===== src/gpe_mul.sv =====
// Shared 32x32 unsigned multiplier with a registered product.
module gpe_mul (
  input  logic        clk_i,
  input  logic [31:0] a_i,
  input  logic [31:0] b_i,
  output logic [63:0] p_o
);

  logic [63:0] p_q;

  // Register the product; the result is valid in the cycle after the operands
  always_ff @(posedge clk_i) begin
    p_q <= a_i * b_i;
  end

  assign p_o = p_q;

endmodule


===== config.mk =====
export PLATFORM = sky130hd
export DESIGN_NAME = gpe_mul
export DESIGN_NICKNAME = d
export VERILOG_FILES = /design/src/gpe_mul.sv
export SDC_FILE = /design/constraint.sdc
export NUM_CORES = 2
export LEC_CHECK = 0
export ABC_CLOCK_PERIOD_IN_PS = 8420
export BUFFER_PORTS_ARGS = -buffer_cell sky130_fd_sc_hd__buf_2
export CORE_ASPECT_RATIO = 0.5
export CORE_UTILIZATION = 65
export CTS_CLUSTER_SIZE = 25
export DETAILED_ROUTE_END_ITERATION = 7
export PLACE_DENSITY_LB_ADDON = 0.2
export SETUP_SLACK_MARGIN = 0.05
export SYNTH_ARGS = -nofsm -noshare
export SYNTH_HDL_FRONTEND = slang
export SYNTH_SLANG_ARGS = --single-unit

===== constraint.sdc =====
create_clock -name clk_i -period 8.42 [get_ports clk_i]
set_clock_uncertainty 0.05 [all_clocks]
set_input_delay 0.842 -clock clk_i [delete_from_list [all_inputs] [get_ports clk_i]]
set_output_delay 0.842 -clock clk_i [all_outputs]
set_load 0.005 [all_outputs]

# Yosys cells after proc, flatten, opt, wreduce, memory -nomap -nowiden

Cells that the tools add are included.

Multipliers: 1

Operators with widths:

| cell                                           | count |
|---|---|
| 32-bit by 32-bit multiplier with 64-bit output | 1 |

Word-level logic and storage cells: 2
Register bits: 64
Input bits: 65
Output and inout bits: 64

# Longest topological paths before layout

Depth after elaboration: 1
Depth in mapped cells: 29
Gate-level depth less buffers: 27

# Worst setup path after synthesis

No wires, ideal clock.

Kind: input port to flip-flop
Start point: input a_i[25]
End point: register p_q[62], in the netlist p_o[62]
Arrival time: 7,523 ps
Stages: 25
Data required time: 8,298 ps
Setup slack: 775 ps
Path buffers: 2
Library setup time: 72 ps
Cells stage by stage: clkbuf_1 -> nand2_1 -> fa_1 -> inv_1 -> fa_1 -> inv_1 -> fa_1 -> inv_1 -> fa_1 -> fa_1 -> fa_1 -> fa_1 -> inv_1 -> fa_1 -> inv_1 -> ha_1 -> buf_2 -> nand4_1 -> or4_1 -> or3_1 -> a31oi_1 -> a31o_2 -> a211oi_1 -> o21ai_1 -> xor2_1

Cells in the longest elaborated chain, start to end: 1

Ends and longest elaborated chain:

| item                                           | line | RTL |
|---|---|---|
| from (decl)                                    | 4    | `input logic [31:0] a_i,` |
| 32-bit by 32-bit multiplier with 64-bit output | 13   | `p_q <= a_i * b_i;` |
| to (signal assigned)                           | 13   |  |
| to (decl)                                      | 9    | `logic [63:0] p_q;` |

No other way between the ends.

# Worst setup path in the final report

Start point: input a_i[12]
End point: register p_q[62], in the netlist p_o[62]

The elaborated chain is that of the path after synthesis.

==> results.txt <==
status: complete, but fails checks
violated checks: DRC
initial antenna violation count: 4
initial core utilization: 66.3%
area growth from synthesis to final layout: 4.87%
critical path fanouts, max: 23
Crit path max-delay family: adder cells
ratio of routed vias to standard cells: 5.64
TritonRoute pass-1 iters: 8
final worst path period share: 96.5%
Final Instance Count excl. Fillers: 4464
RSZ-0062 raised after global routing: no
flop and latch count out of synthesis: 64
Worst EP required: 8.65 ns
average wire per cell in the routed design: 19.0 µm
shortest period the worst path allows: 8.13 ns
HPWL after detailed placement: 71000 µm
area of the die: 0.0543 mm²
number of instances in the placed design: 4446
Final Hold Fails: 0
maximum number of pins on one net before global-route repair: 33
Port Buffers: 128
DRC violations left: 6
Post-synth EDFFs: 0
first-pass GRT wire length: 140000 µm
yosys warns: 0
sort of element at the start of the critical path: input port
worst-case headroom to the max-slew limit: 48.8%
Post-Route WL: 84700 µm
clock buffer count from CTS: 9
count of standard-cell rows: 59
via count of the first global-routing pass: 27000
endpoint type of the worst setup path: flip-flop
post-synthesis net count: 4972
root buffer cell: clkbuf_16
instance area after placement: 0.0360 mm²
depth of the CTS H-tree: 3
worst hold path type: in2reg
share of the synthesized area in the top cell type: 51.7%
Synth Area per Inst: 9.25 µm²
achievable clock frequency: 0.123 GHz
routability congestion estimate from global placement: 0.933
Post-Layout Inst Area: 0.0364 mm²
clock sinks: 64
Arr. time, crit path: 8.36 ns
CP bufs+invs: 6
cell taking the most area after synthesis: fa_1
top post-synthesis cells by area: fa_1, and2_1, ha_1
total congestion overflow: 0
CTS tree: built
number of distinct library cells after synthesis: 57
register area share after synthesis: 3.69%
post-layout net count: 4980
die outline width: 329 µm
number of flip-flops under the largest register name: 64
I/O Pins: 129
Post-CTS Setup Repair Bufs: 0
core box area: 0.0523 mm²
vias after detailed routing: 25200
fraction of registers with async set/reset: 0%
Worst-path clk slew: 0.06 ns
most frequent CP cell: fa_1
cell area after synthesis: 0.0347 mm²
fraction of final layout cells sized beyond drive strength 1: 6.65%
Critical Path, Cell by Cell: buf_2, buf_4, nand2_1, fa_1, inv_1, fa_1, fa_1, fa_1, fa_1, fa_1, fa_1, inv_1, fa_1, inv_1, ha_1, nand4_1, or4_1, or3_1, a31oi_2, buf_4, a31o_2, a211oi_1, o21ai_1, xor2_1
setup violators final: 0
Pins Over Slew Limit: 0
antenna viol nets, final: 0
max capacitance violation total: 0
most used flip-flop cell after synthesis: dfxtp_1
CP max stage delay: 0.58 ns
number of violations reported at the end of detailed-routing iteration 0: 1587
aggregate global-route resource usage: 33.4%
Die Y-Extent: 165 µm
Tightest Pin Transition: 0.765 ns
count of mapped cells out of synthesis: 3748
Hold Buf Count CTS: 0
category of the critical setup timing path: in2reg
slowest stage cell on the critical path: fa_1
buffer levels on the longest clock path: 2
routing by layer:
| layer | GRT usage (%) | up-vias | wire (µm) |
|---|---|---|---|
| li1 | - | 10900 | - |
| met1 | 42.3 | 13100 | 31800 |
| met2 | 58.6 | 981 | 43700 |
| met3 | 4.14 | 249 | 5350 |
| met4 | 14.2 | 2 | 3900 |
| met5 | 0 | - | 14 |
cell usage in the layout (no fill, tap or decap), types with 7 or more instances in the layout:
cell type,synthesis,layout
o21ai_0,21,21
dfxtp_1,64,64
a31oi_1,12,11
buf_4,0,88
clkbuf_16,0,9
o21bai_1,10,10
and2_1,602,602
fa_1,896,896
nand4_1,23,23
a21o_1,40,40
buf_2,6,124
o21a_1,9,9
nand2_1,480,480
xor2_1,25,25
ha_1,263,263
nor3_1,7,7
inv_1,865,865
and3_1,14,14
nand3_1,10,10
nor2_1,20,20
a21oi_1,63,63
xnor2_1,35,35
per-stage QoR:
stage | hold WS, ns | setup WS, ns | TNS, ns | util [%]
floorplan | 0.919 | 0.775 | 0 | -
global placement | 1.17 | 0.104 | 0 | 68.8
detailed placement | 1.17 | -0.0355 | -0.0604 | 68.8
CTS | 1.10 | 0.305 | 0 | 69.4
global route | 1.12 | 0.108 | 0 | 69.5
finish | 1.12 | 0.292 | 0 | 69.5
final timing paths:
check	start	endpoint	slack, ns	cells past startpoint
worst min-delay path	b_i[0]	p_o[0]$_DFF_P_	1.12	2
worst max-delay path	a_i[12]	p_o[62]$_DFF_P_	0.29	24
cell type report:
cell class              instances  area [µm²]
repair buffers                217        1320
multi-input cells            2599       29300
clock inverters                 6        83.8
well taps                     701         877
fillers                      4058       16000
clock buffers                  10         229
flip-flops and latches         64        1280
diodes                          2        5.00
inverters                     865        3250
kinds of logic after synthesis:
logic type	Yosys count	share of synthesized area [%]
AOI/OAI and AO/OA	202	4.15
xor gates and xnor gates	60	1.52
adders and majority gates	1159	61.2
buffers and inverters	1085	11.8
DFF	64	3.69
muxes	1	0.0289
and+or+nand+nor	1177	17.6
synth_stat cells, types with 3 or more instances:
cell type	number
a211oi_1	3
a21boi_1	3
a21o_1	40
a21oi_1	63
a21oi_2	3
a221o_1	4
a221oi_4	3
a31oi_1	12
and2_1	602
and3_1	14
and4_1	3
buf_2	6
clkbuf_1	213
dfxtp_1	64
fa_1	896
ha_1	263
inv_1	865
nand2_1	480
nand3_1	10
nand4_1	23
nor2_1	20
nor3_1	7
o21a_1	9
o21ai_0	21
o21ai_1	5
o21bai_1	10
o221ai_1	3
o31ai_4	3
or2_2	3
or3_1	3
or4_1	3
xnor2_1	35
xor2_1	25
what timing repair did:
action                     CTS  global route
setup endpoints to repair    0             2
gates resized for setup      0             6
hold endpoints to repair     0             0
Power is not shown: default switching activity piles up to over one toggle a cycle in this logic, so the estimate is an artifact.
