**config.mk**
```make
export PLATFORM = sky130hd
export DESIGN_NAME = gpe_isqrt
export DESIGN_NICKNAME = d
export VERILOG_FILES = /design/src/gpe_isqrt.sv
export SDC_FILE = /design/constraint.sdc
export NUM_CORES = 1
export LEC_CHECK = 0
export BUFFER_PORTS_ARGS = -buffer_cell sky130_fd_sc_hd__buf_2
export CAP_MARGIN = 5
export CELL_PAD_IN_SITES_DETAIL_PLACEMENT = 0
export CELL_PAD_IN_SITES_GLOBAL_PLACEMENT = 1
export CORE_UTILIZATION = 47
export DETAILED_ROUTE_END_ITERATION = 7
export PLACE_DENSITY = 0.86
export SLEW_MARGIN = 20
export SYNTH_ARGS = -nofsm -noshare
export SYNTH_HDL_FRONTEND = slang
export SYNTH_SLANG_ARGS = --single-unit
```
**constraint.sdc**
```tcl
create_clock -name clk_i -period 7.99 [get_ports clk_i]
set_clock_uncertainty 0.2 [all_clocks]
set_input_delay 1.1985 -clock clk_i [delete_from_list [all_inputs] [get_ports clk_i]]
set_output_delay 1.1985 -clock clk_i [all_outputs]
set_load 0.02 [all_outputs]
```
**src/gpe_isqrt.sv**
```systemverilog
// Bit-serial integer square root, one result bit per cycle.
module gpe_isqrt (
  input  logic        clk_i,
  input  logic        rst_ni,
  input  logic        start_i,
  input  logic [63:0] v_i,
  output logic        busy_o,
  output logic [31:0] root_o
);

  logic [63:0] rem_q, res_q, bit_q;
  logic [63:0] trial;

  assign trial  = res_q + bit_q;
  assign busy_o = (bit_q != 64'd0);
  assign root_o = res_q[31:0];

  // Load on start, then settle one bit pair per cycle
  always_ff @(posedge clk_i or negedge rst_ni) begin
    if (!rst_ni) begin
      rem_q <= '0;
      res_q <= '0;
      bit_q <= '0;
    end else if (start_i) begin
      rem_q <= v_i;
      res_q <= '0;
      bit_q <= 64'd1 << 62;
    end else if (busy_o) begin
      if (rem_q >= trial) begin
        rem_q <= rem_q - trial;
        res_q <= (res_q >> 1) + bit_q;
      end else begin
        res_q <= res_q >> 1;
      end
      bit_q <= bit_q >> 2;
    end
  end

endmodule

```
Word level (Yosys, flattened, before mapping)
Index checks and enable logic that the tools add are counted.
{ "classes": {"add_sub_neg": 3, "magnitude_cmp": 1, "n_mux": 8, "n_reduce_logical": 4} }
{ "op_table": {"columns": ["operator", "count"], "rows": [
  ["64-bit 2-to-1 mux", 8],
  ["63-bit by 64-bit adder with 64-bit output", 1],
  ["64-bit adder", 1],
  ["64-bit greater-or-equal comparator", 1],
  ["64-bit nonzero test", 1],
  ["64-bit subtractor", 1],
  ["2-bit nonzero test", 2],
  ["2-bit AND reduction", 1]
]} }
{ "word_totals": {"regBits": 192, "inputBits": 67, "wordCells": 19} }

Depth between registers and ports, before layout
Gate-level depths: netlist (run 1).
{ "depth": {"ltp_word": 5, "ltp_mapped": 26, "ltp_nobuf": 23} }

Worst setup path after synthesis (run 1)
Ideal clock, no wire load.
{ "synth_path": {"path_kind": "reg-to-reg", "start": "register res_q[2]", "end": "register rem_q[26]", "setup_time_ps": 137, "arrival_ps": 5195, "t_required_ps": 7653, "setup_slack_ps": 2458, "stages_incl_launch_ff": 27, "path_buffers": 4, "synth_period_minus_slack_ps": 5532, "cell_sequence": "dfrtp_1 -> ha_1 -> a31oi_1 -> a211oi_1 -> a31oi_1 -> o21bai_2 -> a211o_1 -> a21oi_1 -> and3_1 -> clkbuf_1 -> o31ai_2 -> a31oi_1 -> xor2_1 -> ha_1 -> clkbuf_1 -> a21o_1 -> a21o_1 -> a21o_1 -> a21oi_1 -> o21bai_1 -> a21oi_1 -> a21o_1 -> clkbuf_1 -> clkbuf_1 -> nor2_1 -> a211oi_1 -> a21oi_1"} }
{ "synth_between": {"elab_chain_cells": 5, "elab_cells_between_ends": 8} }
{ "synth_rtl": {"columns": ["element", "line_no", "rtl"], "rows": [
  ["start, declared", "11", "logic [63:0] rem_q, res_q, bit_q;"],
  ["start signal, assigned", "31", "res_q <= (res_q >> 1) + bit_q;"],
  ["start signal, assigned", "33", "res_q <= res_q >> 1;"],
  ["64-bit adder (*)", "14", "assign trial = res_q + bit_q;"],
  ["64-bit subtractor", "30", "rem_q <= rem_q - trial;"],
  ["64-bit 2-to-1 mux", "29", "if (rem_q >= trial) begin"],
  ["64-bit 2-to-1 mux", "28", "end else if (busy_o) begin"],
  ["64-bit 2-to-1 mux", "24", "end else if (start_i) begin"],
  ["end signal, assigned", "25", "rem_q <= v_i;"],
  ["end signal, assigned", "30", null],
  ["end, declared", "11", null]
]} }
Mark *: on every way between the ends. The rest lies on a longest branch, timed or not. The select of a mux whose other input is x is not followed.
A chain may end at the register's enable or synchronous reset.

Worst setup path after layout (run 1)
{ "layout_path": {"start": "register res_q[24]", "end": "register res_q[27]"} }
{ "layout_between": {"elab_chain_cells": 5, "elab_cells_between_ends": 6} }
{ "layout_rtl": {"columns": ["element", "line_no"], "rows": [
  ["64-bit adder", "14"],
  ["64-bit greater-or-equal comparator", "29"],
  ["64-bit 2-to-1 mux (*)", "29"],
  ["64-bit 2-to-1 mux (*)", "28"],
  ["64-bit 2-to-1 mux (*)", "24"]
]} }
Marks and branches as above.

==> impl_metrics.yaml, run 1 <==
placement:
  hpwl_um: 38000
  io_buffers: 99
  gp_congestion: 0.935
  pre_cts_ws_ns: 1.24
  post_dp_cell_area_sq_um: 16500
sta:
  hold_violations: 0
  slew_headroom: 0.383
  rsz0062_at_grt: "false"
  fmax_mhz: 146
  fin_setup_tns_ns: 0
  setup_viol: 0
  worstMarginPinSlew_ns: 0.926
  slew_viol_final: 0
  finalCritPeriodShare: 0.858
  worst_slack_ns: 1.13
  fin_crit_ns: 6.86
synthesis:
  synthDistinctLibCells: 89
  yosys.area_share.adder: 0.103
  synth_area_sq_um: 16000
  synth_edf_count: 0
  synth_mux_area_frac: 0.0107
  avgSynthCellArea_sq_um: 7.65
  yosysWarnings: 0
  yosys_most_used_dff: "dfrtp_1"
  synth_compound_area_frac: 0.278
  synth-xor-area-share: 0.0811
  synth_top_family_by_area: "compound AO/OA/AOI/OAI gates"
  yosys_register_bits: 160
  seq_area_frac_synth: 0.251
  synth_simple_gate_area_frac: 0.221
  syn_inst: 2088
  synth_fp_nets: 2286
  synthArstFlopShare: 1.00
global_route:
  grt_max_degree: 87
  antenna_found_initial: 0
  grt_pass1_wl_um: 81000
  overflow: 0
  grt_usage: 0.290
  grt_pass1_vias: 14700
cells_and_area:
  layout_commonest_cell: "nand2_1"
  design_area_sq_um: 17100
  area_delta_synth_final_pct: 6.86
  mostFrequentLayoutCells: "nand2_1 (244), nor2_1 (197), a21oi_1 (172)"
  fin_nets: 2267
  layout-drive-gt1-share: 0.0898
  fillCellCount: 3284
  antenna_cells: 0
die:
  die_x_um: 186
  num_io_pins: 100
  initial_utilization: 0.478
  row_count: 67
  die-height_um: 186
  coreArea_sq_um: 33400
  die-area_sq_um: 34700
pwr:
  pwr-share-comb: 0.607
  p_leak_nw: 7.23
  p_int_mw: 2.72
  power_switching_mw: 2.65
  vdd_drop_max_mv: 0.191
  seq_power_share: 0.232
  power_mw: 5.37
  clkPwrFrac: 0.161
  p_per_area_nw_per_um2: 314
  p_sw_frac: 0.494
worst_setup_path:
  rrSetupSlack_ns: 1.13
  critPathMaxFanout: 39
  reg2reg_depth: 23
  cp_data_arrival_time_ns: 7.02
  cp-end-kind: "register"
  critical_path_class: "reg -> reg"
  crit_end: "res_q[27]"
  startpoint_type: "register"
  required_ns: 8.15
  startpoint: "res_q[24]"
  timing.rr.start: "res_q[24]"
  timing.rr.end: "res_q[27]"
routing:
  wl_um: 50100
  drc: 0
  wl_per_cell_um: 19.8
  vias: 15600
  antenna_left: 0
  dr.pass1.iters: 6
  drtIter0Drc: 1686
  via_per_inst: 6.18
outcome:
  status: "finished, final reports clean"
clock_tree:
  cts_sinks: 160
  cts-buffers-inserted: 17
  root_buffer: "clkbuf_16"
  cts_tree: "built"
  cts_resized: 0
  clock_path_buffers: 2
  htree_num_levels: 4
  path_clk_slew_ns: 0.07
  post_cts_buffers: 0
  cts_hold_buf: 0
  clock_latency_ns: 0.46
min_path:
  worst_hold_path_type: "reg -> reg"
job:
  drv_cap: 0
==> worst min-delay path by stage <==
stage / from / cells past startpoint / endpoint / slack (ns)
after floorplan: rem_q[61] / 2 / rem_q[61] / 0.30
after global placement: rem_q[0] / 2 / rem_q[0] / 0.33
after detailed placement: rem_q[0] / 2 / rem_q[0] / 0.34
after CTS: rem_q[12] / 2 / rem_q[12] / 0.36
after global routing: rem_q[12] / 2 / rem_q[12] / 0.37
final: rem_q[61] / 2 / rem_q[61] / 0.35
==> logic make-up (layout without fill, tap and decap cells) <==
family	after synthesis	count (layout)
flops	160	160
xor+xnor	148	148
simple gates	743	743
compound gates	691	691
mux	17	17
buf+inv	198	192
fa+ha+maj	131	131
==> registers in the layout, summed over array words and instances, names as in the netlist <==
register  count
rem_q        64
res_q        64
bit_q        32
==> synth_stat cells, types with 5 or more instances <==
master	instances	share of area
o22ai_1	6	0.0023
and2_1	16	0.0063
buf_4	32	0.015
a21boi_0	6	0.0028
a211oi_1	36	0.017
inv_1	43	0.010
clkbuf_1	95	0.022
o31a_1	6	0.0033
nor3b_1	5	0.0023
o21ai_1	75	0.023
buf_2	20	0.0063
o221ai_1	5	0.0027
a31oi_1	65	0.025
a21boi_1	5	0.0023
o21a_1	22	0.010
nor3_1	46	0.014
o21ai_0	86	0.027
or3_1	24	0.0094
xor2_1	74	0.041
a31o_2	13	0.0071
o31ai_1	14	0.0066
nor2_1	198	0.047
dfrtp_1	160	0.25
nand4_1	41	0.016
mux2i_1	16	0.010
and3_1	48	0.019
nor2b_1	18	0.0070
a21o_1	41	0.019
xnor2_1	74	0.041
o2111ai_1	6	0.0033
a311oi_1	20	0.011
o211ai_1	17	0.0080
nand3_1	43	0.013
a21oi_1	173	0.054
nand2b_1	8	0.0031
o21bai_1	37	0.017
and4_1	5	0.0027
nor4_1	21	0.0082
nand2_1	244	0.057
ha_1	130	0.10
==> final cells by class <==
type / instances / area (sq um) / share of cell area
multi-input combinational: 1730 / 11100 / 0.650
timing repair buffer: 113 / 638 / 0.0374
sequential: 160 / 4000 / 0.235
inverter: 47 / 178 / 0.0104
clock inverter: 14 / 170 / 0.00997
clock buffer: 18 / 429 / 0.0251
tap: 448 / 561 / 0.0328
==> power by group through the flow <==
stage               logic (mW)  clock network (mW)  registers [mW]
floorplan                 2.56                   0            1.12
global placement          3.20                   0            1.24
detailed placement        3.22                   0            1.24
CTS                       3.23               0.880            1.23
global route              3.62               0.915            1.27
finish                    3.26               0.866            1.24
==> metrics by stage <==
| stage | instances | utilization | hold WS (ns) |
|---|---|---|---|
| after floorplan | 2088 | - | 0.305 |
| after global placement | 2498 | 0.492 | 0.331 |
| after detailed placement | 2498 | 0.492 | 0.341 |
| after CTS | 2530 | 0.510 | 0.357 |
| after global routing | 2530 | 0.510 | 0.370 |
| final | 2530 | 0.510 | 0.353 |
==> critical path, cell delays in order, from the launching register on <==
cell and delay [ns]:
dfrtp_1 0.50, ha_1 0.40, a31o_2 0.26, a31oi_1 0.31
nor2_1 0.07, o21a_1 0.21, a41oi_1 0.31, o2111ai_1 0.26
a21oi_1 0.47, nor2_1 0.15, o311ai_1 0.30, xor2_1 0.27
ha_1 0.37, and4_1 0.27, nand3_1 0.11, nor3_1 0.09
and2_1 0.14, a31o_2 0.23, a21oi_1 0.25, and2_2 0.73
buf_4 0.35, a21oi_1 0.08, xnor2_1 0.14, a211oi_1 0.25
==> per-layer routing <==
metal | global-route usage | vias up | part of all wire
met5 | 0 | - | 0
met3 | 0.0386 | 55 | 0.060
li1 | - | 7620 | -
met1 | 0.434 | 7454 | 0.49
met2 | 0.428 | 496 | 0.42
met4 | 0.0884 | 0 | 0.023
Power figures use the tool's default switching activity.
==> run 2: changes to the inputs <==
--- a/config.mk
+++ b/config.mk
@@ -11,7 +11,7 @@
 export CELL_PAD_IN_SITES_GLOBAL_PLACEMENT = 1
 export CORE_UTILIZATION = 47
 export DETAILED_ROUTE_END_ITERATION = 7
-export PLACE_DENSITY = 0.86
+export PLACE_DENSITY = 0.87
 export SLEW_MARGIN = 20
 export SYNTH_ARGS = -nofsm -noshare
 export SYNTH_HDL_FRONTEND = slang
==> run 2 against run 1 <==
  * Setup slack better by 0.26 ns
  * Clock power up 3.0%
  * Global-route usage down 0.40 points
  * Power up 0.58%
  * Die area unchanged
  * Count of clock-buffer cells in the layout up 1
  * Wire length down 0.22%
  * Critical path depth down 1
  * Hold slack worse by 0.0072 ns
  * Register-to-register slack better by 0.26 ns
  * Maximum frequency up 4.0%
  * Core utilization about the same
  * Critical path type unchanged
  * Critical endpoint is now rem_q[54]
==> impl_metrics.yaml, run 2 (synthesis gave the netlist of run 1 again) <==
outcome:
  status: "finished, final reports clean"
sta:
  fin_crit_ns: 6.60
  worstMarginPinSlew_ns: 0.854
  rsz0062_at_grt: "false"
  slew_headroom: 0.430
  finalCritPeriodShare: 0.825
  slew_viol_final: 0
  fmax_mhz: 152
  fin_setup_tns_ns: 0
  hold_violations: 0
  setup_viol: 0
  hold_ws_ns: 0.346
routing:
  vias: 15800
  dr.pass1.iters: 5
  via_per_inst: 6.24
  wl_per_cell_um: 19.8
  wl_um: 49900
  drtIter0Drc: 1677
  drc: 0
  antenna_left: 0
clock_tree:
  post_cts_buffers: 0
  clock_path_buffers: 2
  cts_tree: "built"
  cts_resized: 0
  cts-buffers-inserted: 17
  path_clk_slew_ns: 0.07
  cts_hold_buf: 0
  cts_sinks: 160
  clock_latency_ns: 0.46
  root_buffer: "clkbuf_16"
  htree_num_levels: 4
worst_setup_path:
  startpoint: "res_q[30]"
  startpoint_type: "register"
  cp-end-kind: "register"
  timing.rr.end: "rem_q[54]"
  reg2reg_depth: 22
  rrSetupSlack_ns: 1.39
  cp_data_arrival_time_ns: 6.75
  timing.rr.start: "res_q[30]"
  required_ns: 8.15
  critPathMaxFanout: 14
  critical_path_class: "reg -> reg"
global_route:
  grt_pass1_wl_um: 80300
  overflow: 0
  grt_usage: 0.286
  antenna_found_initial: 0
  grt_pass1_vias: 14800
  grt_max_degree: 86
die:
  num_io_pins: 100
  coreArea_sq_um: 33400
  die_x_um: 186
  die-height_um: 186
  die-area_sq_um: 34700
  initial_utilization: 0.478
  row_count: 67
min_path:
  whs_endpoint: "rem_q[0]"
  min_from: "rem_q[0]"
  worst_hold_path_type: "reg -> reg"
  hold_depth: 2
cells_and_area:
  antenna_cells: 0
  layout_commonest_cell: "nand2_1"
  mostFrequentLayoutCells: "nand2_1 (244), nor2_1 (197), a21oi_1 (172)"
  area_delta_synth_final_pct: 6.77
  fillCellCount: 3273
  design_area_sq_um: 17100
  reg_top3: "rem_q x64, res_q x64, bit_q x32"
  layout-drive-gt1-share: 0.0894
  fin_nets: 2266
pwr:
  p_leak_nw: 7.21
  p_per_area_nw_per_um2: 316
  vdd_drop_max_mv: 0.142
placement:
  io_buffers: 99
  hpwl_um: 37700
  post_dp_cell_area_sq_um: 16500
  gp_congestion: 0.989
job:
  drv_cap: 0
## run 2: cell types whose count changed in the layout (fill, tap and decap cells not counted)
cell        previous run  this run
buf_12                 2         1
inv_8                  1         3
clkinvlp_4             1         4
clkinv_4               2         1
clkinv_2               2         1
clkbuf_1               1         0
and2_2                 1         0
clkbuf_8               0         2
inv_6                  6         2
and2_4                 0         1
clkinv_8               1         0
## run 2: how the worst max path moves through the flow
stage / end / slack, ns / cells past startpoint
2_1_floorplan: rem_q[26] / 2.46 / 26
3_3_place_gp: res_q[54] / 1.27 / 22
3_5_place_dp: res_q[32] / 1.18 / 23
4_1_cts: res_q[32] / 1.16 / 22
5_1_grt: res_q[23] / 0.97 / 24
6_report: rem_q[54] / 1.39 / 22
## run 2: critical path, cell delays in order (launching register included)
cell	delay [ns]
dfrtp_1	0.54
ha_1	0.47
nand2_1	0.13
nor4_2	0.39
nand2_1	0.14
or4_1	0.42
o2111ai_1	0.38
a21oi_1	0.26
nor2b_1	0.24
a21oi_1	0.11
xor2_1	0.18
ha_1	0.41
nand4_1	0.24
or2_2	0.37
nor3_1	0.25
and2_1	0.18
a31o_2	0.15
a21oi_1	0.08
a21oi_2	0.51
buf_4	0.42
mux2i_1	0.22
o21ai_1	0.09
o21a_1	0.12
## run 2: metrics by stage
step	power, mW	cells	util	worst slack, ns
3_5_place_dp	4.44	2497	0.492	1.18
3_3_place_gp	4.43	2497	0.492	1.27
5_1_grt	5.81	2528	0.510	0.974
2_1_floorplan	3.68	2088	-	2.46
4_1_cts	5.36	2528	0.510	1.16
6_report	5.40	2528	0.510	1.39
## run 2: layout make-up
| type | count | area, sq um | area share |
|---|---|---|---|
| repair buffers | 112 | 618 | 0.0362 |
| inverters | 47 | 178 | 0.0104 |
| clock buffers | 19 | 453 | 0.0266 |
| well taps | 448 | 561 | 0.0329 |
| multi-input cells | 1730 | 11100 | 0.650 |
| clock inverters | 12 | 150 | 0.00880 |
| flip-flops and latches | 160 | 4000 | 0.235 |
## run 2: metal layers
metal | wire (um) | vias up | track usage
met2 | 21200 | 571 | 0.423
li1 | - | 7625 | -
met3 | 3400 | 84 | 0.0502
met4 | 1200 | 0 | 0.0896
met5 | 0 | - | 0
met1 | 24100 | 7491 | 0.419
## run 2: power breakdown
| group | switching [mW] | internal (mW) |
|---|---|---|
| Sequential | 0.253 | 0.991 |
| Clock | 0.408 | 0.484 |
| Combinational | 2.02 | 1.25 |
| Total | 2.68 | 2.72 |
