[src/gpe_pkg.sv]
// Shared types, register codes, limits and the arctangent table of the phasor estimator.
package gpe_pkg;

  // Input sample set
  typedef struct packed {
    logic signed [31:0] sample_0;
    logic signed [31:0] sample_1;
    logic signed [31:0] sample_2;
    logic signed [31:0] sample_3;
    logic signed [31:0] sample_4;
    logic signed [31:0] sample_5;
    logic signed [31:0] sample_6;
    logic signed [31:0] sample_7;
    logic [7:0]         channels_present;
    logic [63:0]        sample_time;
  } gpe_in_t;

  // One phasor result
  typedef struct packed {
    logic [2:0]         channel_index;
    logic [39:0]        magnitude;
    logic signed [15:0] angle;
    logic [63:0]        result_time;
    logic [8:0]         window_used;
    logic               last_channel;
  } gpe_out_t;

  // Configuration register indexes
  typedef enum logic [2:0] {
    CFG_WINDOW   = 3'd0,
    CFG_CHANNELS = 3'd1,
    CFG_COS      = 3'd2,
    CFG_SIN      = 3'd3,
    CFG_SCALE    = 3'd4
  } gpe_cfg_e;

  // Sequencer states
  typedef enum logic [4:0] {
    ST_IDLE,
    ST_ACC_LO,
    ST_ACC_HI,
    ST_ACC_UPD,
    ST_STEP_END,
    ST_E_CLO,
    ST_E_CHI,
    ST_E_SLO,
    ST_E_SHI,
    ST_E_SUPD,
    ST_NORM,
    ST_SQ1,
    ST_SQ2,
    ST_SQ3,
    ST_SQRT,
    ST_MS1,
    ST_MS2,
    ST_MS3,
    ST_EMIT
  } gpe_state_e;

  localparam int unsigned SAMPLE_FIELDS = 8;
  localparam int unsigned CORDIC_STEPS  = 20;

  localparam logic [8:0]         WINDOW_RST   = 9'd80;
  localparam logic [3:0]         CHANNELS_RST = 4'd8;
  localparam logic [31:0]        COS_RST      = 32'd1070431821;
  localparam logic [31:0]        SIN_RST      = 32'd84244817;
  localparam logic [33:0]        SCALE_RST    = 34'd107374182;

  localparam logic signed [63:0] ACC_LIMIT    = 64'sd2305843009213693952;
  localparam logic signed [31:0] Q30_LIMIT    = 32'sd1073741824;
  localparam logic [33:0]        SCALE_LIMIT  = 34'd8589934592;
  localparam logic [39:0]        MAG_MAX      = 40'hFF_FFFF_FFFF;
  localparam logic signed [23:0] QUARTER_TURN = 24'sd2304000;
  localparam logic signed [15:0] HALF_TURN    = 16'sd18000;

  // Arctangent of 2^-i in units of 1/25600 degree
  function automatic logic [20:0] atan_entry(input logic [4:0] idx);
    logic [20:0] v;
    case (idx)
      5'd0:  v = 21'd1152000;
      5'd1:  v = 21'd680065;
      5'd2:  v = 21'd359328;
      5'd3:  v = 21'd182400;
      5'd4:  v = 21'd91554;
      5'd5:  v = 21'd45822;
      5'd6:  v = 21'd22916;
      5'd7:  v = 21'd11459;
      5'd8:  v = 21'd5730;
      5'd9:  v = 21'd2865;
      5'd10: v = 21'd1432;
      5'd11: v = 21'd716;
      5'd12: v = 21'd358;
      5'd13: v = 21'd179;
      5'd14: v = 21'd90;
      5'd15: v = 21'd45;
      5'd16: v = 21'd22;
      5'd17: v = 21'd11;
      5'd18: v = 21'd6;
      5'd19: v = 21'd3;
      default: v = 21'd0;
    endcase
    return v;
  endfunction

endpackage

[src/gpe_cordic.sv]
// Iterative CORDIC vectoring unit: one rotation step per cycle, angle accumulates in z.
module gpe_cordic import gpe_pkg::*; (
  input  logic               clk_i,
  input  logic               rst_ni,
  input  logic               start_i,
  input  logic [29:0]        x_i,
  input  logic [29:0]        y_i,
  output logic               busy_o,
  output logic signed [23:0] z_o
);

  logic signed [33:0] x_q, y_q, dx, dy;
  logic signed [23:0] z_q, da;
  logic [4:0]         i_q;
  logic               run_q;

  assign dx     = y_q >>> i_q;
  assign dy     = x_q >>> i_q;
  assign da     = signed'({3'b000, atan_entry(i_q)});
  assign busy_o = run_q;
  assign z_o    = z_q;

  // Rotate toward the x axis until all steps are done
  always_ff @(posedge clk_i or negedge rst_ni) begin
    if (!rst_ni) begin
      x_q   <= '0;
      y_q   <= '0;
      z_q   <= '0;
      i_q   <= '0;
      run_q <= 1'b0;
    end else if (start_i) begin
      x_q   <= signed'({4'b0000, x_i});
      y_q   <= signed'({4'b0000, y_i});
      z_q   <= '0;
      i_q   <= '0;
      run_q <= 1'b1;
    end else if (run_q) begin
      if (y_q > 34'sd0) begin
        x_q <= x_q + dx;
        y_q <= y_q - dy;
        z_q <= z_q + da;
      end else begin
        x_q <= x_q - dx;
        y_q <= y_q + dy;
        z_q <= z_q - da;
      end
      i_q <= i_q + 5'd1;
      if (i_q == 5'(CORDIC_STEPS - 1)) begin
        run_q <= 1'b0;
      end
    end
  end

endmodule

[config.mk]
export PLATFORM = sky130hd
export DESIGN_NAME = gpe_cordic
export DESIGN_NICKNAME = d
export VERILOG_FILES = /design/src/gpe_pkg.sv /design/src/gpe_cordic.sv
export SDC_FILE = /design/constraint.sdc
export NUM_CORES = 1
export LEC_CHECK = 0
export BUFFER_PORTS_ARGS = -buffer_cell sky130_fd_sc_hd__buf_2
export CAP_MARGIN = 25
export CORE_ASPECT_RATIO = 1.25
export CORE_MARGIN = 5
export CORE_UTILIZATION = 23
export DETAILED_ROUTE_END_ITERATION = 7
export GPL_TIMING_DRIVEN = 1
export PLACE_DENSITY = 0.35
export SYNTH_ARGS = -nofsm -noshare
export SYNTH_HDL_FRONTEND = slang
export SYNTH_SLANG_ARGS = --single-unit
[constraint.sdc]
create_clock -name clk_i -period 6.95 [get_ports clk_i]
set_input_delay 1.39 -clock clk_i [delete_from_list [all_inputs] [get_ports clk_i]]
set_output_delay 1.39 -clock clk_i [all_outputs]
set_load 0.05 [all_outputs]
# == Word level (Yosys, flattened, before mapping) ==
# Memory sizes are Yosys's and may differ from the RTL's.
# Cells that the tools add are included.
# totals
regBits,98
latchBits,0
mem_bits_rw,0
romBits,672
in_bits,63
out_inout_bits,25
word_cells,32
mem_count,1
# memory_table
name,words,word_bits,rd,rd_clocked_by_memory_dff,wr,line,source
(name not given),32,21,1,0,0,gpe_pkg.sv:79,case (idx)
# classes
add_sub_neg,7
multipliers,0
div_mod_pow,0
magnitude_cmp,1
n_eq_ne,1
n_shift,2
n_mux,14
bitwise_logic,0
reduce_logical,1
# op_table
cell,count
$mux 34,6
$mux 24,3
$add 34x34->34,2
$sshr 34x5->34,2
$sub 34x34->34,2
$gt 34x1->1 const B,1
$add 24x22->24,1
$sub 24x22->24,1
$mux 5,2
$add 5x1->5 const B,1
$eq 5x5->1 const B,1
$mux 1,3
$reduce_bool 2->1,1

# == Longest topological paths before layout ==
# Gate-level depths: netlist (run 1).
# logic_depth
depth_word,5
mapped_depth,28
depth_no_buf,24

# == Worst setup path after synthesis (run 1) ==
# Ideal clock, no wire load.
# synth_path
path_kind,register to register
from,reg i_q[0]
to,reg x_q[30]
setup_time_ns,0.136
t_arrival_ns,5.712
required_time_ns,6.814
setup_slack_ns,1.101
stages_incl_launch_ff,27
n_path_buf,5
synth_period_minus_slack_ns,5.849
path_cell_list,dfrtp_1 > buf_6 > buf_6 > buf_6 > buf_6 > buf_6 > mux4_2 > mux2_2 > a221oi_4 > nand3b_4 > nor2_1 > and2_1 > nor2b_1 > a31oi_1 > xor2_1 > ha_1 > a21o_1 > a21o_1 > a21oi_1 > o211ai_1 > a311oi_1 > nor3_1 > a2111oi_0 > o2111ai_1 > or2_2 > nand3_1 > a21oi_1
# synth_via
elab_chain_len,5
elab_cells_between_ends,6
cone_classes,add/sub: 2; shift: 1; mux: 3
# synth_lines
item,line,source
from (decl),gpe_cordic.sv:14,logic [4:0] i_q;
from (signal assigned),gpe_cordic.sv:47,i_q <= i_q + 5'd1;
$sshr 34x5->34 *,gpe_cordic.sv:17,assign dx = y_q >>> i_q;
$sub 34x34->34 / $add 34x34->34 (equally long branches),"gpe_cordic.sv:43, gpe_cordic.sv:39",
$mux 34 *,gpe_cordic.sv:38,if (y_q > 34'sd0) begin
$mux 34 *,gpe_cordic.sv:37,end else if (run_q) begin
$mux 34 *,gpe_cordic.sv:31,end else if (start_i) begin
to (signal assigned),gpe_cordic.sv:32,"x_q <= signed'({4'b0000, x_i});"
to (signal assigned),gpe_cordic.sv:39,x_q <= x_q + dx;
to (signal assigned),gpe_cordic.sv:43,x_q <= x_q - dx;
to (decl),gpe_cordic.sv:12,"logic signed [33:0] x_q, y_q, dx, dy;"
# Every way passes the cells marked *; elsewhere a longest branch is shown, timed or not. The select of a mux whose other input is x is not followed.
# A chain may end at the register's enable or synchronous reset.

# == Worst setup path in the final report (run 1) ==
# Ends and elaborated chain as after synthesis.

==> results of run 1 <==
final cells by class:
class | instances | area [sq um]
fillers | 7455 | 50600
flip-flops and latches | 98 | 2470
multi-input cells | 1615 | 12600
clock buffers | 10 | 229
well taps | 926 | 1160
clock inverters | 6 | 65.1
repair buffers | 182 | 1190
inverters | 37 | 139
layout by cell type, fill, tap and decap left out, types with 9 or more instances in the layout:
cell       instances
mux4_1            15
nand4_1           12
nor3_1            44
a211oi_1          13
o22ai_1           26
o211ai_1          14
dfrtp_1           92
buf_4             93
a21o_1            38
xnor2_1          106
o21ai_0          119
ha_1             100
xor2_1            53
and3_1            15
nor4_1             9
or2_2             11
nand2b_1          23
buf_2             86
o21a_1            21
nand3_1           24
a2bb2oi_1          9
a31oi_1           23
mux4_2            73
a21oi_1          163
mux2_2            25
nor2_1           146
or3_1              9
and2_1            11
mux2i_1          104
inv_1             33
nand2_1          209
nor2b_1           19
clkbuf_16          9
layer usage:
layer | up-vias | wire length [microns] | track usage
li1 | 7191 | - | -
met1 | 7609 | 27400 | 0.210
met2 | 389 | 34400 | 0.318
met3 | 91 | 2070 | 0.0193
met4 | 2 | 2930 | 0.0769
met5 | - | 11 | 0
cell families (layout without fill, tap and decap cells):
family                     count (synthesis)  in the layout  share of synthesized area
AOI/OAI and AO/OA                        549            549                      0.227
xor gates and xnor gates                 159            159                     0.0875
adders and majority gates                103            103                     0.0824
buffers and inverters                    165            235                     0.0562
DFF                                       98             98                      0.154
muxes                                    220            220                      0.213
and+or+nand+nor                          584            584                      0.179
per-stage QoR:
stage	setup WS [ps]	hold slack [ps]	area (sq um)
6_report	369	556	17800
3_5_place_dp	255	547	17500
4_1_cts	241	566	17800
3_3_place_gp	251	538	17500
2_1_floorplan	1100	560	15900
5_1_grt	-19.0	600	17800
worst paths after layout:
check | end | depth (start not counted) | slack, ps
setup / recovery | x_q[30]$_DFFE_PN0P_ | 25 | 370
hold / removal | z_o[4]$_DFFE_PN0P_ | 2 | 560
setup reg to reg | x_q[30]$_DFFE_PN0P_ | 25 | 370
hold reg to reg | z_o[4]$_DFFE_PN0P_ | 2 | 560
max in group asynchronous | i_q[2]$_DFFE_PN0P_ | 2 | 5200
min in group asynchronous | z_o[8]$_DFFE_PN0P_ | 1 | 790
tightest hold or removal path, delay by kind of cell, from the launching register on:
family	cells	cell delay, ps
simple gates	1	80
flops	1	370
compound gates	1	70
sequential cells by signal (all words and copies together) (netlist names):
| signal | count |
|---|---|
| busy_o | 1 |
| i_q | 5 |
| x_q | 34 |
| y_q | 34 |
| z_o | 24 |
==> results.md, run 1 <==
- The post-synth design cell area is 15,900 sq um.
- The peak per-stage delay on the critical path is 830 ps.
- The worst hold path startpoint is z_o[4]$_DFFE_PN0P_.
- The number of levels in the clock H-tree is 3.
- Among all flip-flop cells after synthesis, the most frequent one is dfrtp_1.
- The required time of the critical path is 7220 ps.
- The detailed-route via count is 15.3k.
- The I/O pin count is 88.
- The wire length per cell is 23.2 microns.
- The number of antenna violations at the first check in global routing is 2.
- Headroom to the max-slew limit came out at 0.351.
- Across the run, the number of max-cap violations was 0.
- Of the available clock period, the critical path in the final layout requires 0.947.
- The synthesized net count is 2,044.
- The distinct cell type count of the synthesized netlist is 110.
- The number of enable flip-flop cells after synthesis is 0.
- The clock tree from TritonCTS is done.
- In this design, the largest share of critical-path delay is due to compound AO/OA/AOI/OAI gates.
- The via density per instance is 5.32.
- The final-report hold violation count is 0.
- The total global-route track usage is 0.176.
- The slowest stage of the critical path is the mux4_1 cell.
- The count of input and output buffers is 87.
- The total clock sinks is 98.
- The total overflow left after global routing is 0.
- In this run the deepest clock path goes through 2 buffers.
- The register clock-pin slew on the reported worst setup and hold paths is 80 ps.
- The number of synthesis warnings is 0.
- The number of failing setup endpoints in the final timing report is 0.
- The starting DRC count in detailed routing is 1,019.
- The number of post-CTS setup repair buffers is 0.
- Between clock sinks in the finished design, the worst skew comes to 10.8 ps.
- The proportion of synthesized chip area in sequential cells is 0.154.
- The final net count is 2,109.
- For the finished layout, the period the worst path requires is 6580 ps.
- Ranked by instance count, the synthesized netlist is headed by nand2_1, a21oi_1, nor2_1, o21ai_0, xnor2_1.
- The clock latency at the later pin of the worst-skew pair is 410 ps.
- Counting stages on the worst path, the most repeated cell is buf_4.
- The total CTS buffers is 9.
- The post-route non-filler standard cell count is 2,874.
- The fraction of the core area covered by cells at the end of the flow is 0.261.
- The mean area per synthesized cell is 8.47 sq um.
- Of all cell types, the one taking the most synthesized area is dfrtp_1.
- The via count of the first global-routing pass was 15.7k.
- Gates resized during post-CTS repair numbered 0.
- Static timing analysis puts the maximum clock frequency at 152 MHz.
- Including well taps, the total number of placed cells is 2,857.
- The pin count of the biggest net entering global routing is 69.
- The share of synthesized area in the top cell type comes to 0.154.
- In this run the standard cell core region covers 68,400 sq um.
- The total buffers and inverters traversed by the critical path is 4.
- Yosys attributes the largest share of cell area to dfrtp_1, mux4_2, ha_1, mux2i_1, xnor2_1.
- The die area is 74,600 sq um.
- The cell count after synthesis came out at 1,878.
- From synthesis to final layout, the design area changed by 12.1%.
- Of the cells placed in the final design, the portion with a size suffix greater than 1 is 0.184.
- The setup TNS is 0 ps.
- The height of the die is 304 microns.
- Yosys instantiated no cell more often than nand2_1.
- At the pin with the least slew margin, the transition time is 963 ps.
- The remaining antenna violation count is 0.
- Data on the critical path arrives at its endpoint at 6850 ps.
- The max-slew violation total from the final report was 0.
- In this run the horizontal extent of the chip is 245 microns.
- The first global-routing pass estimated 102,000 microns of wire.
- The flip-flop and latch count after synthesis is 98.
- The quantity of hold-fixing buffers added after cts is 0.
- The worst min-delay path category is reg2reg.
- STA classifies the critical path startpoint as a flip-flop.
- The run finished with clean final reports.
- STA classifies the critical path endpoint as a flip-flop.
- The detailed placer's ending HPWL is 53,300 microns.
- The reg-to-reg critical path startpoint is i_q[0]$_DFFE_PN0P_.
- The first detailed-routing pass took 5 iterations.
- The post-detailed-route DRC marker count is 0.
- The final wirelength is 66,800 microns.
- Along the worst path, the maximum fanout reaches 27.
- The number of antenna diodes is 0.
- The launch point of the critical path is i_q[0]$_DFFE_PN0P_.
- The type of the worst setup path is reg2reg.
- The weighted congestion reported at the end of routability-driven placement is 0.919.
- The async set-or-reset flop fraction in the synthesized netlist is 1.00.
- The root buffer cell chosen for the clock tree is clkbuf_16.
- The initial utilization of the core area, before any placement, comes to 0.233.
- The standard-cell row count is 107.
Power of run 1 is left out: the tool's default activity adds up to more than one toggle a clock period on the data nets, which glitch-free logic cannot reach.
==> run 2: changes to the inputs <==
--- a/config.mk
+++ b/config.mk
@@ -13,6 +13,8 @@
 export DETAILED_ROUTE_END_ITERATION = 7
 export GPL_TIMING_DRIVEN = 1
 export PLACE_DENSITY = 0.35
+export SETUP_SLACK_MARGIN = 0.5
+export SKIP_LAST_GASP = 1
 export SYNTH_ARGS = -nofsm -noshare
 export SYNTH_HDL_FRONTEND = slang
 export SYNTH_SLANG_ARGS = --single-unit
==> results.md, run 2 (synthesized netlist as in run 1, its figures left out) <==
- The clock skew came to 11.1 ps (+0.272 ps).
- The height of the die is 304 microns (unchanged).
- The number of levels in the clock H-tree is 3 (unchanged).
- The final wirelength is 67,600 microns (+1.2%).
- The area of the core was 68,400 sq um (unchanged).
- The standard-cell row count was 107 (unchanged).
- The clock latency at the later pin of the worst-skew pair came to 410 ps (about the same).
- The remaining antenna violation count is 0 (unchanged).
- The via count of the first global-routing pass is 15.7k (+0.26%).
- The post-detailed-route DRC marker count is 0 (unchanged).
- The width of the chip came to 245 microns (unchanged).
- The final-report hold violation count was 0 (unchanged).
- Counting stages on the worst path, the most repeated cell is buf_4.
- The total clock sinks came to 98 (unchanged).
- The type of the worst setup path is reg2reg.
- The register clock-pin slew on the reported worst setup and hold paths was 80 ps (about the same).
- The part of the cycle the worst path needs is 0.885 (-0.0617).
- STA classifies the critical path startpoint as a flip-flop.
- The top cell family by delay on the critical path is compound AO/OA/AOI/OAI gates.
- The detailed-route via count is 15.5k (+1.1%).
- The required time of the critical path is 7210 ps (about the same).
- The starting DRC count in detailed routing was 957 (-6.1%).
- The worst setup path is captured at a flip-flop.
- The final-layout fill cell count is 7,453 (-0.027%).
- The peak per-stage delay on the critical path is 560 ps (-270 ps).
- The total global-route track usage is 0.177 (+0.000367).
- The setup TNS is 0 ps (unchanged).
- The max-slew violation total from the final report was 0 (unchanged).
- For hold timing, the worst endpoint is z_o[4]$_DFFE_PN0P_.
- The actual transition at the worst max-transition pin is 944 ps (-18.8 ps).
- The total buffers and inverters traversed by the critical path is 5 (+1).
- The clock tree from TritonCTS is done.
- The quantity of hold-fixing buffers added after cts was 0 (unchanged).
- The hold path depth came to 2 (unchanged).
- The highest-delay cell along the critical path is mux4_2.
- The I/O pin count is 88 (unchanged).
- The number of iterations in the first detailed-routing pass is 5 (unchanged).
- The number of failing setup endpoints in the final timing report was 0 (unchanged).
- The headroom to the max-slew limit is 0.364 (+0.0127).
- The pin count of the biggest net entering global routing is 69 (unchanged).
- The die area was 74,600 sq um (unchanged).
- The tree is rooted in a clkbuf_16.
- The total CTS buffers is 9 (unchanged).
- The number of antenna violations at the first check in global routing came to 2 (unchanged).
- The area growth from synthesis to final layout is 14.0%.
- The flow ran to the end, and the final reports show no timing, DRC or antenna violations.
- The number of antenna diodes is 0 (unchanged).
- The maximum achievable frequency is 163 MHz (+7.0%).
- The share of post-route cells with drive strength above 1 is 0.198 (+0.0138).
- Setup repair after global routing left no endpoint under its margin.
- The initial core utilization is 0.233 (unchanged).
- The number of max-capacitance violations reported came to 0 (unchanged).
- The startpoint identified for the worst register-to-register timing path is i_q[2]$_DFFE_PN0P_.
- The library cell used most frequently in the layout, excluding fill and tap cells, is nand2_1.
- The endpoint identified for the worst register-to-register timing path is x_q[30]$_DFFE_PN0P_.
- The maximum number of buffers from clock root to sink is 2 (unchanged).
- The worst min-delay path category is reg2reg.
- The arrival time at the worst endpoint is 6420 ps (-430 ps).
- The highest net fanout along the worst path is 10 (-63%).
- The top cell types in the final layout, fill and taps aside, are nand2_1, a21oi_1, nor2_1.
- The weighted congestion reported at the end of routability-driven placement is 0.919 (unchanged).
- The depth of the most critical reg-to-reg path is 27 (+8.0%).
- The setup slack of the worst register-to-register path is 800 ps (+430 ps).
- The wire length per cell was 23.3 microns (+0.42%).
- The final net count was 2,130 (+1.0%).
- The residual overflow from global routing is 0 (unchanged).
- The worst hold path startpoint is z_o[4]$_DFFE_PN0P_.
- The global-route wire length before repair is 102,000 microns (+0.18%).
- The detailed placer's ending HPWL is 53,300 microns (unchanged).
- The count of input and output buffers is 87 (unchanged).
- The final critical path time including I/O delays and setup came to 6150 ps (-429 ps).
- The via density per instance was 5.34 (+0.37%).
-- run 2: cell types whose count changed in the layout (fill, tap and decap cells not counted), moves of 2 or more --
cell / delta
buf_6: +4
clkbuf_16: +2
mux4_1: -2
o21ai_1: +2
mux4_2: +2
o21ai_0: -2
buf_4: +12
-- run 2: final cells by class --
| class | instances | area, sq um | area share |
|---|---|---|---|
| clock buffer | 10 | 229 | 0.0126 |
| clock inverter | 6 | 65.1 | 0.00359 |
| inverter | 37 | 139 | 0.00766 |
| multi-input combinational | 1615 | 12600 | 0.697 |
| sequential | 98 | 2470 | 0.136 |
| tap | 926 | 1160 | 0.0639 |
| timing repair buffer | 203 | 1440 | 0.0792 |
-- run 2: repair_timing --
action,in CTS,in global routing
setup endpoints to repair,7,14
gates resized for setup,2,30
setup buffers,1,18
gates cloned,0,2
pin swaps,0,5
-- run 2: worst reg2reg max path, delay by kind of cell (launching register included) --
kind	cells	cell delay, ps
compound gates	12	2480
buf+inv	5	900
flops	1	540
xor+xnor	1	170
mux	1	560
fa+ha+maj	1	310
simple gates	7	1060
-- run 2: metal layers --
layer	GRT usage	routed length, microns	vias to the layer above
met5	0	20	-
met4	0.0786	3070	2
met3	0.0189	2630	102
met2	0.318	34600	434
met1	0.210	27200	7677
li1	-	-	7235
-- run 2: worst max-delay path by stage --
stage / from / to / depth (start not counted)
finish: i_q[2]$_DFFE_PN0P_ / x_q[30]$_DFFE_PN0P_ / 27
CTS: i_q[1]$_DFFE_PN0P_ / y_q[32]$_DFFE_PN0P_ / 21
floorplan: i_q[0]$_DFFE_PN0P_ / x_q[30]$_DFFE_PN0P_ / 26
global route: i_q[2]$_DFFE_PN0P_ / x_q[30]$_DFFE_PN0P_ / 27
global placement: i_q[0]$_DFFE_PN0P_ / y_q[32]$_DFFE_PN0P_ / 20
detailed placement: i_q[0]$_DFFE_PN0P_ / y_q[32]$_DFFE_PN0P_ / 20
-- run 2: metrics by stage --
stage / cells / utilization / instance area, sq um / hold WS [ps] / setup WS (ps)
after detailed placement: 2857 / 0.256 / 17500 / 547 / 255
after global routing: 2895 / 0.265 / 18100 / 600 / 437
after CTS: 2874 / 0.261 / 17800 / 566 / 450
after floorplan: 1878 / - / 15900 / 560 / 1100
final: 2895 / 0.265 / 18100 / 556 / 798
after global placement: 2857 / 0.256 / 17500 / 538 / 251
Power of run 2 is left out for the same reason.
==> run 3: changes to the inputs <==
--- a/config.mk
+++ b/config.mk
@@ -9,10 +9,10 @@
 export CAP_MARGIN = 25
 export CORE_ASPECT_RATIO = 1.25
 export CORE_MARGIN = 5
-export CORE_UTILIZATION = 23
+export CORE_UTILIZATION = 50
 export DETAILED_ROUTE_END_ITERATION = 7
 export GPL_TIMING_DRIVEN = 1
-export PLACE_DENSITY = 0.35
+export PLACE_DENSITY = 0.65
 export SETUP_SLACK_MARGIN = 0.5
 export SKIP_LAST_GASP = 1
 export SYNTH_ARGS = -nofsm -noshare
==> results.md, run 3 (synthesized netlist as in run 1, its figures left out) <==
- The headroom to the max-slew limit is 0.370 (+0.00580).
- The sequential standard cell area is 2470 sq um (unchanged).
- The setup TNS is 0 ps (unchanged).
- The post-route worst setup slack was 666 ps (-132 ps).
- The startpoint identified for the worst register-to-register timing path is i_q[0]$_DFFE_PN0P_.
- By startpoint and endpoint, the worst setup path is classified as reg2reg.
- The area of combinational cells with multiple inputs is 12,600 sq um (-0.15%).
- The number of levels in the clock H-tree was 3 (unchanged).
- The final-layout fill cell count is 3,051 (-59%).
- The detailed placer's ending HPWL is 42,100 microns (-21%).
- The fraction of met2 tracks used by global routing is 0.509 (+0.191).
- The peak-usage layer in the global routing report is met2.
- The tree is rooted in a clkbuf_16.
- The weighted congestion reported at the end of routability-driven placement was 1.05 (+14%).
- The number of iterations in the first detailed-routing pass is 6 (+1).
- Grouping stages by cell kind, the critical path spends the most delay in compound AO/OA/AOI/OAI gates.
- The peak per-stage delay on the critical path is 630 ps (+70 ps).
- The flow ran to the end, and the final reports show no timing, DRC or antenna violations.
- Among all stages on the critical path, the largest delay is contributed by mux4_1.
- The final wirelength is 55,100 microns (-18%).
- The residual overflow from global routing is 0 (unchanged).
- The initial core utilization is 0.503 (+0.271).
- The post-detailed-route DRC marker count came to 0 (unchanged).
- The total buffers and inverters traversed by the critical path is 2 (-3).
- The starting DRC count in detailed routing was 1,599 (+67%).
- The number of failing setup endpoints in the final timing report is 0 (unchanged).
- The total global-route track usage is 0.300 (+0.124).
- The clock tree from TritonCTS is done.
- The maximum number of buffers from clock root to sink is 2 (unchanged).
- The setup slack of the worst register-to-register path is 670 ps (-130 ps).
- The maximum achievable frequency is 159 MHz (-2.1%).
- The global-route wire length before repair was 84,400 microns (-17%).
- The post-place setup slack was 556 ps (+301 ps).
- The final net count came to 2,081 (-2.3%).
- The clock latency at the later pin of the worst-skew pair is 390 ps (-20 ps).
- STA classifies the critical path endpoint as a flip-flop.
- The number of antenna violations at the first check in global routing is 0 (-2).
- The I/O pin count came to 88 (unchanged).
- The wire length per cell was 23.6 microns (+1.3%).
- The required time of the critical path is 7230 ps (+20 ps).
- The post-route standard cell area excluding fillers came to 17,100 sq um (-5.8%).
- The total CTS buffers came to 9 (unchanged).
- The met1 usage in global routing is 0.373 (+0.163).
- The area of the core is 31,600 sq um (-54%).
- The share of post-route cells with drive strength above 1 is 0.174 (-0.0241).
- The via density per instance is 6.64 (+24%).
- The register clock-pin slew on the reported worst setup and hold paths came to 70 ps (about the same).
- The max-slew violation total from the final report is 0 (unchanged).
- The standard-cell row count is 73 (-32%).
- The worst min-delay path category is reg2reg.
- Relative to the synthesized area, the layout overhead comes to 7.41%.
- The count of input and output buffers is 87 (unchanged).
- The placement-stage cell area came to 16,600 sq um (-5.3%).
- The part of the cycle the worst path needs is 0.904 (+0.0190).
- The end of the critical path is x_q[33]$_DFFE_PN0P_.
- The arrival time at the worst endpoint is 6560 ps (+140 ps).
- The final critical path time including I/O delays and setup is 6280 ps (+132 ps).
- The detailed-route via count was 15.5k (+0.28%).
- Setup repair after global routing could not meet its margin everywhere.
- Walking the worst path, the cells encountered are buf_4 -> mux4_1 -> and3_1 -> a31oi_1 -> nand4b_1 -> nor4b_2 -> nor2b_1 -> buf_4 -> a31oi_1 -> xor2_1 -> ha_1 -> o21ai_0 -> a2111oi_2 -> o2111ai_1 -> a31oi_2 -> o41ai_2 -> a21oi_1 -> a221o_1 -> a21oi_1 -> xor2_1 -> a21oi_1 -> a31o_1.
- The number of max-capacitance violations reported was 0 (unchanged).
- The die area was 35,500 sq um (-52%).
- The clock skew is 12.5 ps (+1.44 ps).
- In the layout the commonest cells are nand2_1, a21oi_1, nor2_1.
- The fraction of the core area covered by cells at the end of the flow is 0.541 (+0.276).
- The total clock sinks came to 98 (unchanged).
- The depth of the most critical reg-to-reg path is 22 (-19%).
- The routing usage on met3 is 0.0390 (+0.0201).
- The quantity of hold-fixing buffers added after cts is 0 (unchanged).
- The library cell used most frequently in the layout, excluding fill and tap cells, is nand2_1.
- The most frequent cell on the critical path is a21oi_1.
- The remaining antenna violation count is 0 (unchanged).
- The final-report hold violation count is 0 (unchanged).
- The highest net fanout along the worst path is 8 (-2).
- The instance count on the critical path is 22 (-19%).
- The element type at the critical path start is a flip-flop.
- The height of the die came to 209 microns (-31%).
- The actual transition at the worst max-transition pin is 944 ps (-0.667 ps).
- The via count of the first global-routing pass is 14.8k (-5.7%).
- The critical path starts at i_q[0]$_DFFE_PN0P_.
- The pin count of the biggest net entering global routing is 62 (-10%).
- The critical register-to-register path endpoint is x_q[33]$_DFFE_PN0P_.
- The width of the chip is 170 microns (-31%).
[run 3: final cells by class]
cell class / count / share of cell area
Inverter: 37 / 0.00813
Multi-Input combinational cell: 1615 / 0.739
Clock inverter: 4 / 0.00168
Sequential cell: 98 / 0.145
Clock buffer: 12 / 0.0144
Antenna cell: 1 / 0.000146
Timing Repair Buffer: 154 / 0.0620
Tap cell: 412 / 0.0302
[run 3: how the worst min path moves through the flow]
stage | from | endpoint | slack, ps | cells past startpoint
6_report | z_o[20]$_DFFE_PN0P_ | z_o[20]$_DFFE_PN0P_ | 540 | 1
4_1_cts | z_o[20]$_DFFE_PN0P_ | z_o[20]$_DFFE_PN0P_ | 550 | 1
5_1_grt | z_o[5]$_DFFE_PN0P_ | z_o[5]$_DFFE_PN0P_ | 580 | 2
2_1_floorplan | x_q[0]$_DFFE_PN0P_ | x_q[0]$_DFFE_PN0P_ | 560 | 2
3_3_place_gp | z_o[22]$_DFFE_PN0P_ | z_o[22]$_DFFE_PN0P_ | 530 | 1
3_5_place_dp | z_o[20]$_DFFE_PN0P_ | z_o[20]$_DFFE_PN0P_ | 540 | 1
[run 3: per-stage QoR]
| step | hold slack [ps] | instances |
|---|---|---|
| 2_1_floorplan | 560 | 1878 |
| 3_3_place_gp | 531 | 2306 |
| 3_5_place_dp | 539 | 2307 |
| 4_1_cts | 554 | 2324 |
| 5_1_grt | 582 | 2332 |
| 6_report | 541 | 2333 |
[run 3: routing by layer]
metal | up-vias | wire, microns | part of all wire
li1 | 7137 | - | -
met5 | - | 0 | 0
met1 | 7473 | 21600 | 0.39
met4 | 0 | 3170 | 0.058
met3 | 192 | 3820 | 0.069
met2 | 692 | 26500 | 0.48
[run 3: timing repair]
| item | 4_1_cts | 5_1_grt |
|---|---|---|
| hold endpoints to repair | 0 | 0 |
| pin swaps | 0 | 2 |
| setup endpoints to repair | 1 | 14 |
| gates resized for setup | 0 | 17 |
| setup buffers | 1 | 7 |
| cloned | 0 | 1 |
Power of run 3 is left out for the same reason.
